`config.mk`:
```
export PLATFORM = sky130hd
export DESIGN_NAME = device_address_map_table
export DESIGN_NICKNAME = d
export VERILOG_FILES = /design/src/sv/damt_pkg.sv /design/src/sv/damt_ctrl.sv /design/src/sv/damt_dp.sv /design/src/sv/device_address_map_table.sv
export SDC_FILE = /design/constraint.sdc
export NUM_CORES = 1
export LEC_CHECK = 0
export ABC_AREA = 1
export BUFFER_PORTS_ARGS = -buffer_cell sky130_fd_sc_hd__buf_2
export CAP_MARGIN = 25
export CORE_AREA = 2 2 188 190
export DETAILED_ROUTE_END_ITERATION = 10
export DIE_AREA = 0 0 190 192
export HOLD_SLACK_MARGIN = 0.06
export PLACE_DENSITY_LB_ADDON = 0.15
export SLEW_MARGIN = 40
export SYNTH_ARGS = -nofsm -noshare
export SYNTH_HDL_FRONTEND = slang
export SYNTH_SLANG_ARGS = --single-unit
```
`constraint.sdc`:
```
create_clock -name i_clk -period 3.4 [get_ports i_clk]
set_input_delay 0 -clock i_clk [delete_from_list [all_inputs] [get_ports i_clk]]
set_output_delay 0 -clock i_clk [all_outputs]
set_load 0.01 [all_outputs]
```
`src/sv/damt_pkg.sv`:
```
package damt_pkg;

    localparam int TABLE_ENTRIES = 16;
    localparam int IDX_W         = $clog2(TABLE_ENTRIES);
    localparam int CNT_W         = $clog2(TABLE_ENTRIES + 1);

    localparam int CMD_W = 2;
    localparam int KEY_W = 8;
    localparam int VAL_W = 16;
    localparam int ST_W  = 2;

    localparam logic [CMD_W-1:0] CMD_SET    = 2'd0;
    localparam logic [CMD_W-1:0] CMD_DELETE = 2'd1;
    localparam logic [CMD_W-1:0] CMD_LOOKUP = 2'd2;
    localparam logic [CMD_W-1:0] CMD_CLEAR  = 2'd3;

    localparam logic [ST_W-1:0] ST_OK        = 2'd0;
    localparam logic [ST_W-1:0] ST_NOT_FOUND = 2'd1;
    localparam logic [ST_W-1:0] ST_FULL      = 2'd2;

    // Commands from the controller to the datapath.
    typedef struct packed {
        logic load;
        logic scan_start;
        logic scan_step;
        logic commit;
    } t_dp_cmd;

    // Status from the datapath to the controller.
    typedef struct packed {
        logic skip;
        logic hit;
        logic scan_done;
        logic out_busy;
    } t_dp_stat;

endpackage

```
`src/sv/damt_ctrl.sv`:
```
module damt_ctrl (
    input  logic              i_clk,
    input  logic              i_rst_n,
    input  logic              i_in_accept,
    input  damt_pkg::t_dp_stat i_stat,
    output logic              o_in_ready,
    output damt_pkg::t_dp_cmd o_cmd
);
    import damt_pkg::*;

    typedef enum logic [2:0] {
        S_IDLE   = 3'b001,
        S_SCAN   = 3'b010,
        S_FINISH = 3'b100
    } t_state;

    t_state r_state;
    t_state n_state;

    always_comb begin
        n_state    = r_state;
        o_cmd      = '0;
        o_in_ready = 1'b0;
        unique case (r_state)
            S_IDLE: begin
                o_in_ready = 1'b1;
                if (i_in_accept) begin
                    o_cmd.load       = 1'b1;
                    o_cmd.scan_start = 1'b1;
                    n_state          = S_SCAN;
                end
            end
            S_SCAN: begin
                o_cmd.scan_step = 1'b1;
                if (i_stat.skip || i_stat.hit || i_stat.scan_done) begin
                    n_state = S_FINISH;
                end
            end
            S_FINISH: begin
                // Wait until the output register can take the result.
                if (!i_stat.out_busy) begin
                    o_cmd.commit = 1'b1;
                    n_state      = S_IDLE;
                end
            end
            default: begin
                n_state = S_IDLE;
            end
        endcase
    end

    always_ff @(posedge i_clk) begin
        if (!i_rst_n) begin
            r_state <= S_IDLE;
        end else begin
            r_state <= n_state;
        end
    end

endmodule

```
`src/sv/damt_dp.sv`:
```
module damt_dp (
    input  logic                            i_clk,
    input  logic                            i_rst_n,
    input  damt_pkg::t_dp_cmd               i_cmd,
    output damt_pkg::t_dp_stat              o_stat,
    input  logic [damt_pkg::CMD_W-1:0]      i_command,
    input  logic [damt_pkg::KEY_W-1:0]      i_device_key,
    input  logic [damt_pkg::VAL_W-1:0]      i_short_value,
    input  logic                            i_out_ready,
    output logic                            o_out_valid,
    output logic [damt_pkg::VAL_W-1:0]      o_read_value,
    output logic [damt_pkg::ST_W-1:0]       o_status
);
    import damt_pkg::*;

    // Latched command.
    logic [CMD_W-1:0] r_cmd;
    logic [KEY_W-1:0] r_key;
    logic [VAL_W-1:0] r_val;

    // Entry store: key and value share one word.
    logic [KEY_W+VAL_W-1:0] mem [TABLE_ENTRIES];
    logic [TABLE_ENTRIES-1:0] r_valid;
    logic [VAL_W-1:0] r_kz_val;

    // Scan state.
    logic [CNT_W-1:0]       r_cnt;
    logic                   r_pend;
    logic [IDX_W-1:0]       r_q_idx;
    logic [KEY_W+VAL_W-1:0] r_q;
    logic                   r_hit;
    logic [IDX_W-1:0]       r_hit_idx;
    logic [VAL_W-1:0]       r_hit_val;
    logic                   r_free_ok;
    logic [IDX_W-1:0]       r_free_idx;

    // Output register.
    logic             r_out_valid;
    logic [VAL_W-1:0] r_out_rd;
    logic [ST_W-1:0]  r_out_st;

    logic                   cnt_end;
    logic                   key_zero;
    logic                   mem_we;
    logic [IDX_W-1:0]       mem_waddr;
    logic [VAL_W-1:0]       res_rd;
    logic [ST_W-1:0]        res_st;

    assign cnt_end  = (r_cnt == CNT_W'(TABLE_ENTRIES));
    assign key_zero = (r_key == '0);

    assign o_stat.skip      = (r_cmd == CMD_CLEAR) || key_zero;
    assign o_stat.hit       = r_hit;
    assign o_stat.scan_done = cnt_end && !r_pend;
    assign o_stat.out_busy  = r_out_valid && !i_out_ready;

    // Result of the finished search and the store update it implies.
    always_comb begin
        res_rd    = '0;
        res_st    = ST_OK;
        mem_we    = 1'b0;
        mem_waddr = r_hit_idx;
        case (r_cmd)
            CMD_SET: begin
                if (!key_zero) begin
                    if (r_hit) begin
                        mem_we = 1'b1;
                    end else if (r_free_ok) begin
                        mem_we    = 1'b1;
                        mem_waddr = r_free_idx;
                    end else begin
                        res_st = ST_FULL;
                    end
                end
            end
            CMD_DELETE: begin
                if (key_zero || !r_hit) begin
                    res_st = ST_NOT_FOUND;
                end
            end
            CMD_LOOKUP: begin
                if (key_zero) begin
                    res_rd = r_kz_val;
                end else if (r_hit) begin
                    res_rd = r_hit_val;
                end else begin
                    res_st = ST_NOT_FOUND;
                end
            end
            default: begin
                res_rd = '0;
            end
        endcase
    end

    always_ff @(posedge i_clk) begin
        if (i_cmd.load) begin
            r_cmd <= i_command;
            r_key <= i_device_key;
            r_val <= i_short_value;
        end
        if (i_cmd.commit && mem_we) begin
            mem[mem_waddr] <= {r_key, r_val};
        end
        if (i_cmd.scan_step && !cnt_end) begin
            r_q     <= mem[r_cnt[IDX_W-1:0]];
            r_q_idx <= r_cnt[IDX_W-1:0];
        end
        if (r_pend && r_valid[r_q_idx] && r_q[KEY_W+VAL_W-1:VAL_W] == r_key) begin
            r_hit_idx <= r_q_idx;
            r_hit_val <= r_q[VAL_W-1:0];
        end
        if (r_pend && !r_valid[r_q_idx] && !r_free_ok) begin
            r_free_idx <= r_q_idx;
        end
        if (i_cmd.commit) begin
            r_out_rd <= res_rd;
            r_out_st <= res_st;
        end
    end

    always_ff @(posedge i_clk) begin
        if (!i_rst_n) begin
            r_cnt       <= '0;
            r_pend      <= 1'b0;
            r_hit       <= 1'b0;
            r_free_ok   <= 1'b0;
            r_valid     <= '0;
            r_kz_val    <= '0;
            r_out_valid <= 1'b0;
        end else begin
            if (i_cmd.scan_start) begin
                r_cnt     <= '0;
                r_pend    <= 1'b0;
                r_hit     <= 1'b0;
                r_free_ok <= 1'b0;
            end else if (i_cmd.scan_step) begin
                r_pend <= !cnt_end;
                if (!cnt_end) begin
                    r_cnt <= r_cnt + CNT_W'(1);
                end
                if (r_pend && r_valid[r_q_idx]
                        && r_q[KEY_W+VAL_W-1:VAL_W] == r_key) begin
                    r_hit <= 1'b1;
                end
                if (r_pend && !r_valid[r_q_idx]) begin
                    r_free_ok <= 1'b1;
                end
            end

            if (i_cmd.commit) begin
                case (r_cmd)
                    CMD_SET: begin
                        if (key_zero) begin
                            r_kz_val <= r_val;
                        end else if (!r_hit && r_free_ok) begin
                            r_valid[r_free_idx] <= 1'b1;
                        end
                    end
                    CMD_DELETE: begin
                        if (!key_zero && r_hit) begin
                            r_valid[r_hit_idx] <= 1'b0;
                        end
                    end
                    CMD_CLEAR: begin
                        r_valid  <= '0;
                        r_kz_val <= '0;
                    end
                    default: begin
                        r_kz_val <= r_kz_val;
                    end
                endcase
            end

            if (i_cmd.commit) begin
                r_out_valid <= 1'b1;
            end else if (i_out_ready) begin
                r_out_valid <= 1'b0;
            end
        end
    end

    assign o_out_valid  = r_out_valid;
    assign o_read_value = r_out_rd;
    assign o_status     = r_out_st;

endmodule

```
`src/sv/device_address_map_table.sv`:
```
// Device address map table: maps an 8-bit device key to a 16-bit short
// address held in a store of TABLE_ENTRIES entries (16). Each item carries a
// command in tuser (set or insert, delete, lookup, clear table) and the key and
// value in tdata; every item yields exactly one result item with the value read
// by a lookup (0 otherwise) and a status of ok, not found or table full. Key 0
// is a permanent entry that never occupies the store: set writes it, lookup
// reads it, delete answers not found, and clear returns it to 0. An item that
// needs a search reads the key store through its single read port, one entry
// per cycle, stopping at the first match; clear and key 0 commands skip the
// search. One item is worked on at a time, but a result waiting in the output
// register does not stop the next item from being accepted and searched.
// After reset the table is empty and ready at once.
module device_address_map_table (
    input  logic        i_clk,
    input  logic        i_rst_n,
    input  logic        s_axis_tvalid,
    output logic        s_axis_tready,
    input  logic [23:0] s_axis_tdata,   // device_key [7:0], short_value [23:8]
    input  logic [1:0]  s_axis_tuser,   // command [1:0]
    output logic        m_axis_tvalid,
    input  logic        m_axis_tready,
    output logic [15:0] m_axis_tdata,   // read_value [15:0]
    output logic [1:0]  m_axis_tuser    // status [1:0]
);
    import damt_pkg::*;

    t_dp_cmd  cmd;
    t_dp_stat stat;
    logic     in_accept;

    assign in_accept = s_axis_tvalid && s_axis_tready;

    // The controller sequences load, search and commit.
    damt_ctrl u_ctrl (
        .i_clk       (i_clk),
        .i_rst_n     (i_rst_n),
        .i_in_accept (in_accept),
        .i_stat      (stat),
        .o_in_ready  (s_axis_tready),
        .o_cmd       (cmd)
    );

    // The datapath holds the store, the search registers and the result.
    damt_dp u_dp (
        .i_clk         (i_clk),
        .i_rst_n       (i_rst_n),
        .i_cmd         (cmd),
        .o_stat        (stat),
        .i_command     (s_axis_tuser),
        .i_device_key  (s_axis_tdata[KEY_W-1:0]),
        .i_short_value (s_axis_tdata[KEY_W+VAL_W-1:KEY_W]),
        .i_out_ready   (m_axis_tready),
        .o_out_valid   (m_axis_tvalid),
        .o_read_value  (m_axis_tdata),
        .o_status      (m_axis_tuser)
    );

endmodule

```
; ---- Word-level counts from Yosys, hierarchy flattened
; Memories as Yosys holds them, arrays and structs flattened. A register that Yosys moved wholly into a read port is not among the register bits.
; Index checks and enable logic that the tools add are counted.
[totals]
ram_bits = 384
mem_count = 1
wordCells = 123
output_inout_bits = 20
regBits = 116
in_bits = 30
[memory_table]
columns = name, depth, width, rd, rd_ports_with_merged_regs, write_ports, line
row1 = u_dp.mem, 16, 24, 1, 1, 1, damt_dp.sv:22  ; logic [KEY_W+VAL_W-1:0] mem [TABLE_ENTRIES];
[op_classes]
n_reduce_logical = 36
n_mux = 43
add_sub_neg = 1
order_cmp = 5
bitwise_logic = 5
n_eq_ne = 15
[op_table]
columns = operator, count
row1 = 16-bit two-way mux, 6
row2 = 16-bit one-hot mux with 3 select lines, 1
row3 = 16-bit one-hot mux with 2 select lines, 1
row4 = 1-bit two-way mux, 17
row5 = 16-bit AND, 1
row6 = 4-bit two-way mux, 4
row7 = 16-bit inverter, 1
row8 = 16-bit OR, 1
row9 = 4-bit by 5-bit less-than comparator with 1-bit output (second input constant), 3
row10 = 1-bit logical AND, 13
row11 = 2-bit two-way mux, 6
row12 = 3-bit two-way mux, 3
row13 = 3-bit one-hot mux with 3 select lines, 1
row14 = 1-bit demux with 4-bit select, 2
row15 = 8-bit == test, 1
row16 = 4-bit by 1-bit >= comparator with 1-bit output (second input constant), 2
row17 = 8-bit zero test, 1
row18 = 2-bit by 1-bit inequality test with 1-bit output (second input constant), 4
row19 = 1-bit zero test, 7
row20 = 2-bit inequality test (second input constant), 3
row21 = 2-bit one-hot mux with 3 select lines, 1
row22 = 2-bit AND reduction, 3
row23 = 3-bit AND reduction, 2
row24 = 5-bit by 1-bit adder with 5-bit output (second input constant), 1
row25 = 14 further kinds, 20

; ---- Longest topological paths before layout
[logic_depth]
ltp_word = 8
depth_mapped = 13

; ---- Cells and area by module
; A second synthesis with hierarchy kept.
[unflattened]
cells_unflattened = 1664
area_unflattened_um2 = 20704.9
[by_module_without_submodules]
columns = module, cells_per_inst, area_each_um2, instances, seq_area_each_um2
row1 = damt_dp, 1633, 20502.2, 1, 15234.6
row2 = damt_ctrl, 29, 195.2, 1, 60.1
row3 = device_address_map_table, 2, 7.5, 1, 0.0

; ---- Worst setup path after synthesis
; Ideal clock, no wire load.
[synth_timing]
kind = register -> register
from = register u_dp.r_key[1]
to = register u_dp.r_hit_idx[0], enable pin
setup_slack_ns = 0.373
period_less_slack_ns = 3.027
setup_ns = 0.428
arrival_ns = 2.599
required_ns = 2.972
stages_incl_launch_ff = 7
cell_sequence = edfxtp_1 > inv_1 > nor2_1 > nor3b_1 > nand3_1 > nor2_1 > a21boi_0
[synth_via]
elab_chain_len = 2
[synth_rtl]
columns = element, line
row1 = from (decl), damt_dp.sv:18  ; logic [KEY_W-1:0] r_key;
row2 = from (signal assigned), damt_dp.sv:99  ; r_key <= i_device_key;
row3 = 8-bit == test, damt_dp.sv:109  ; if (r_pend && r_valid[r_q_idx] && r_q[KEY_W+VAL_W-1:VAL_W] == r_key) begin
row4 = 1-bit logical AND, damt_dp.sv:109
row5 = to (signal assigned), damt_dp.sv:110  ; r_hit_idx <= r_q_idx;
row6 = to (decl), damt_dp.sv:32  ; logic [IDX_W-1:0] r_hit_idx;
; Every way passes these cells.
; A chain may end at the register's enable or synchronous reset.

; ---- Worst setup path after layout
[layout_timing]
from = register u_dp.r_key[6]
to = memory u_dp.mem[14][1] (netlist bit), enable pin
[layout_via]
elab_chain_len = 6
elab_cells_between_ends = 8
classes_between = mux: 6 / reduce/logical: 2
[layout_rtl]
columns = element, line
row1 = 8-bit zero test *, damt_dp.sv:50  ; assign key_zero = (r_key == '0);
row2 = 1-bit two-way mux, damt_dp.sv:65  ; if (!key_zero) begin
row3 = 1-bit two-way mux, damt_dp.sv:63  ; case (r_cmd)
row4 = 1-bit logical AND, damt_dp.sv:102  ; if (i_cmd.commit && mem_we) begin
row5 = 1-bit two-way mux, damt_dp.sv:102
row6 = 1-bit two-way mux (implied by the code), damt_dp.sv:103  ; mem[mem_waddr] <= {r_key, r_val};
row7 = to (decl), damt_dp.sv:22
; Every way passes the cells marked *; elsewhere a longest branch is shown, timed or not.

==> impl_metrics.yaml <==
status:
  status: "completed"
worst_setup_path:
  critPathKind: "reg -> reg"
  cp_num_buf_inv: 3
  cp.required_ns: 3.68
  end_kind: "flop"
  start_kind: "flop"
  critical_path.max_stage_delay_ns: 0.66
  cp.arrival_ns: 3.28
  path_delay_family: "simple AND/OR/NAND/NOR gates"
  crit_slowest_cell: "edfxtp_1"
  cp_cell_sequence: "inv_1, nand3_2, nor2_8, buf_4, nor3_2, nand3_1, nor2_4, buf_12"
  cp_max_fo: 24
sta:
  setup-tns-final_ns: 0
  finalCriticalPeriod_ns: 3.00
  fin_skew_ns: 0.0250
  maxClockFrequency_mhz: 334
  finalHoldViolCount: 0
  tightest_slew_ns: 0.959
  drv_slew: 0
  finalCritPeriodShare: 0.882
  slew_headroom: 0.360
  finalSetupViolCount: 0
  grt_setup_unrepaired: "false"
detailed_routing:
  drcViolationCount: 0
  ant_nets: 0
  post_drt_wl_per_cell_um: 22.0
  finalWirelength_mm: 49.3
  drt_iter0_markers: 1663
  vias_per_cell: 6.03
  first_pass_iters: 6
  vias: 13500
clocking:
  clock_tree.buffer_depth: 3
  clkTransAtPathRegs_ns: 0.06
  cts_resized: 0
  clock-sinks: 524
  post_cts_buffers: 0
  cts_tree: "built"
  ctsRootBufferMaster: "clkbuf_16"
  cts_max_level: 2
  cts_buffers: 51
  clock_latency_ns: 0.60
floorplan:
  die_w_um: 190
  ioPinCount: 50
  start_util: 0.606
  die-area_um2: 36500
  rows: 68
  coreArea_um2: 34300
  die_y_um: 192
yosys:
  synth-seq-cells: 524
  ys_warn_count: 0
  synthMuxAreaShare: 0
  syn_area_per_cell_um2: 12.5
  syn-cell-area_um2: 20800
  yosysUniqueCellTypes: 44
  yosys.area.top_type: "edfxtp_1"
  yosysSeqAreaShare: 0.736
  yosys.area_share.xor_xnor: 0.000843
  synth_fp_nets: 1699
  synth_top_family_by_area: "simple AND/OR/NAND/NOR gates"
  ys_top_cells_by_area: "edfxtp_1 69%, o21ai_0 5.2%, nor2_1 4.6%, dfxtp_1 4.2%, nand2_1 3.7%"
  synth_top_area_frac: 0.694
  syn_inst: 1667
  synthAdderAreaFrac: 0.00120
  synth_compound_area_frac: 0.113
  synth-simple-area-share: 0.116
cells_and_area:
  drive_gt1_frac: 0.120
  nets: 1780
  antenna_cells: 0
  design_area_um2: 23700
  syn_to_final_growth_pct: 13.9
power:
  ir_drop_mv: 0.498
  p_leak_nw: 7.91
  powerDensity_nw_per_um2: 549
grt:
  overflow: 0
  grt_max_degree: 197
  globalRouteTotalUtil: 0.274
  antenna_found_initial: 0
  grt_pass1_wl_mm: 74.8
  grt_pass1_vias: 12900
flow_run:
  maxCapViolCount: 0
placed_design:
  hpwlAfterDp_mm: 28.1
  port-buffer-count: 49
  place.gp.congestion: 0.924
  placed_area_um2: 21800
min_path:
  hold_path_class: "in -> reg"
-- metal layers --
layer / global-route usage / wire (um)
met5: 0 / 0
met4: 0.107 / 1610
met3: 0.0610 / 4490
met2: 0.425 / 22700
met1: 0.383 / 20500
-- state kept, by name, summed over array words and instances (netlist names) --
name / cells
u_dp.r_val: 16
u_dp.r_pend: 1
u_dp.o_status: 2
u_dp.r_q_idx: 4
u_dp.r_hit_idx: 4
u_dp.r_hit: 1
u_dp.r_q: 24
u_dp.r_free_idx: 4
u_dp.o_out_valid: 1
u_ctrl.r_state: 3
u_dp.o_read_value: 16
u_dp.r_free_ok: 1
u_dp.mem: 384
u_dp.r_kz_val: 16
u_dp.r_cmd: 2
u_dp.r_valid: 16
u_dp.r_key: 8
u_dp.r_hit_val: 16
u_dp.r_cnt: 5
-- path summary, 6_finish.rpt --
kind,cells after the start,slack (ns),start,endpoint
worst max-delay path,8,0.40,u_dp.r_key[6],u_dp.mem[14][1]
worst min-delay path,2,0.11,s_axis_tdata[23],u_dp.r_val[15]
worst max register to register,8,0.40,u_dp.r_key[6],u_dp.mem[14][1]
worst min register to register,0,0.41,u_dp.r_q[12],u_dp.r_hit_val[12]
-- cells in the mapped netlist, drive strengths merged --
cell      n
nor3      5
a21oi    61
clkbuf   54
nand3    96
nor3b     1
buf      39
o22ai    59
xor2      1
ha        2
nand3b    2
nand2   211
or2       3
o211ai   10
clkinv    3
edfxtp  480
dfxtp    44
nor2    260
nand4     1
nor4      1
o21a      1
xnor2     1
o21ai   236
a21boi    1
o221ai   38
inv      56
o31ai     1
-- per-stage QoR --
| stage | power [mW] | hold slack [ns] | setup WS, ns | cells | util |
|---|---|---|---|---|---|
| global placement | 7.77 | 0.177 | 0.621 | 2118 | 0.635 |
| CTS | 13.1 | 0.0700 | 0.450 | 2241 | 0.690 |
| detailed placement | 7.79 | 0.178 | 0.479 | 2118 | 0.635 |
| floorplan | 7.57 | 0.0863 | 0.373 | 1667 | - |
| finish | 13.0 | 0.107 | 0.402 | 2242 | 0.690 |
| global route | 13.4 | 0.0992 | 0.252 | 2242 | 0.690 |
-- worst reg2reg max path, stage by stage (launching register included) --
cell      delay (ns)
edfxtp_1        0.66
inv_1           0.18
nand3_2         0.16
nor2_8          0.09
buf_4           0.21
nor3_2          0.43
nand3_1         0.46
nor2_4          0.23
buf_12          0.23
-- cell families (layout without fill, tap and decap cells) --
| family | count (synthesis) | count (layout) |
|---|---|---|
| compound gates | 407 | 407 |
| buf+inv | 152 | 272 |
| fa+ha+maj | 2 | 2 |
| xor+xnor | 2 | 2 |
| flops | 524 | 524 |
| simple gates | 580 | 580 |
-- cells in the final DEF, fill, tap and decap left out, types with 18 or more instances in the layout --
| cell type | n |
|---|---|
| a21oi_1 | 60 |
| buf_2 | 49 |
| buf_4 | 22 |
| clkbuf_16 | 51 |
| dfxtp_1 | 41 |
| dlygate4sd3_1 | 31 |
| edfxtp_1 | 480 |
| inv_1 | 51 |
| nand2_1 | 206 |
| nand3_1 | 94 |
| nor2_1 | 237 |
| nor2_4 | 18 |
| o21ai_0 | 216 |
| o221ai_1 | 38 |
| o22ai_1 | 59 |
-- power breakdown --
part | internal (mW) | total, mW | leakage [nW] | switching, mW
Sequential | 7.12 | 7.25 | 4.72 | 0.126
Combinational | 0.133 | 0.436 | 2.43 | 0.303
Clock | 2.95 | 5.32 | 0.755 | 2.37
-- final cells by class --
cell class | count | area [um2]
Sequential cell | 524 | 15300
Fill cell | 2434 | 10600
Multi-Input combinational cell | 991 | 4940
Clock buffer | 65 | 1340
Timing Repair Buffer | 121 | 1080
Tap cell | 455 | 569
Inverter | 59 | 228
Clock inverter | 27 | 216
-- timing repair --
action                     in CTS  in global routing
setup endpoints to repair       0                  0
hold buffers                   31                  0
hold endpoints to repair       62                  0
No activity file was read; power rests on OpenSTA's default activity.
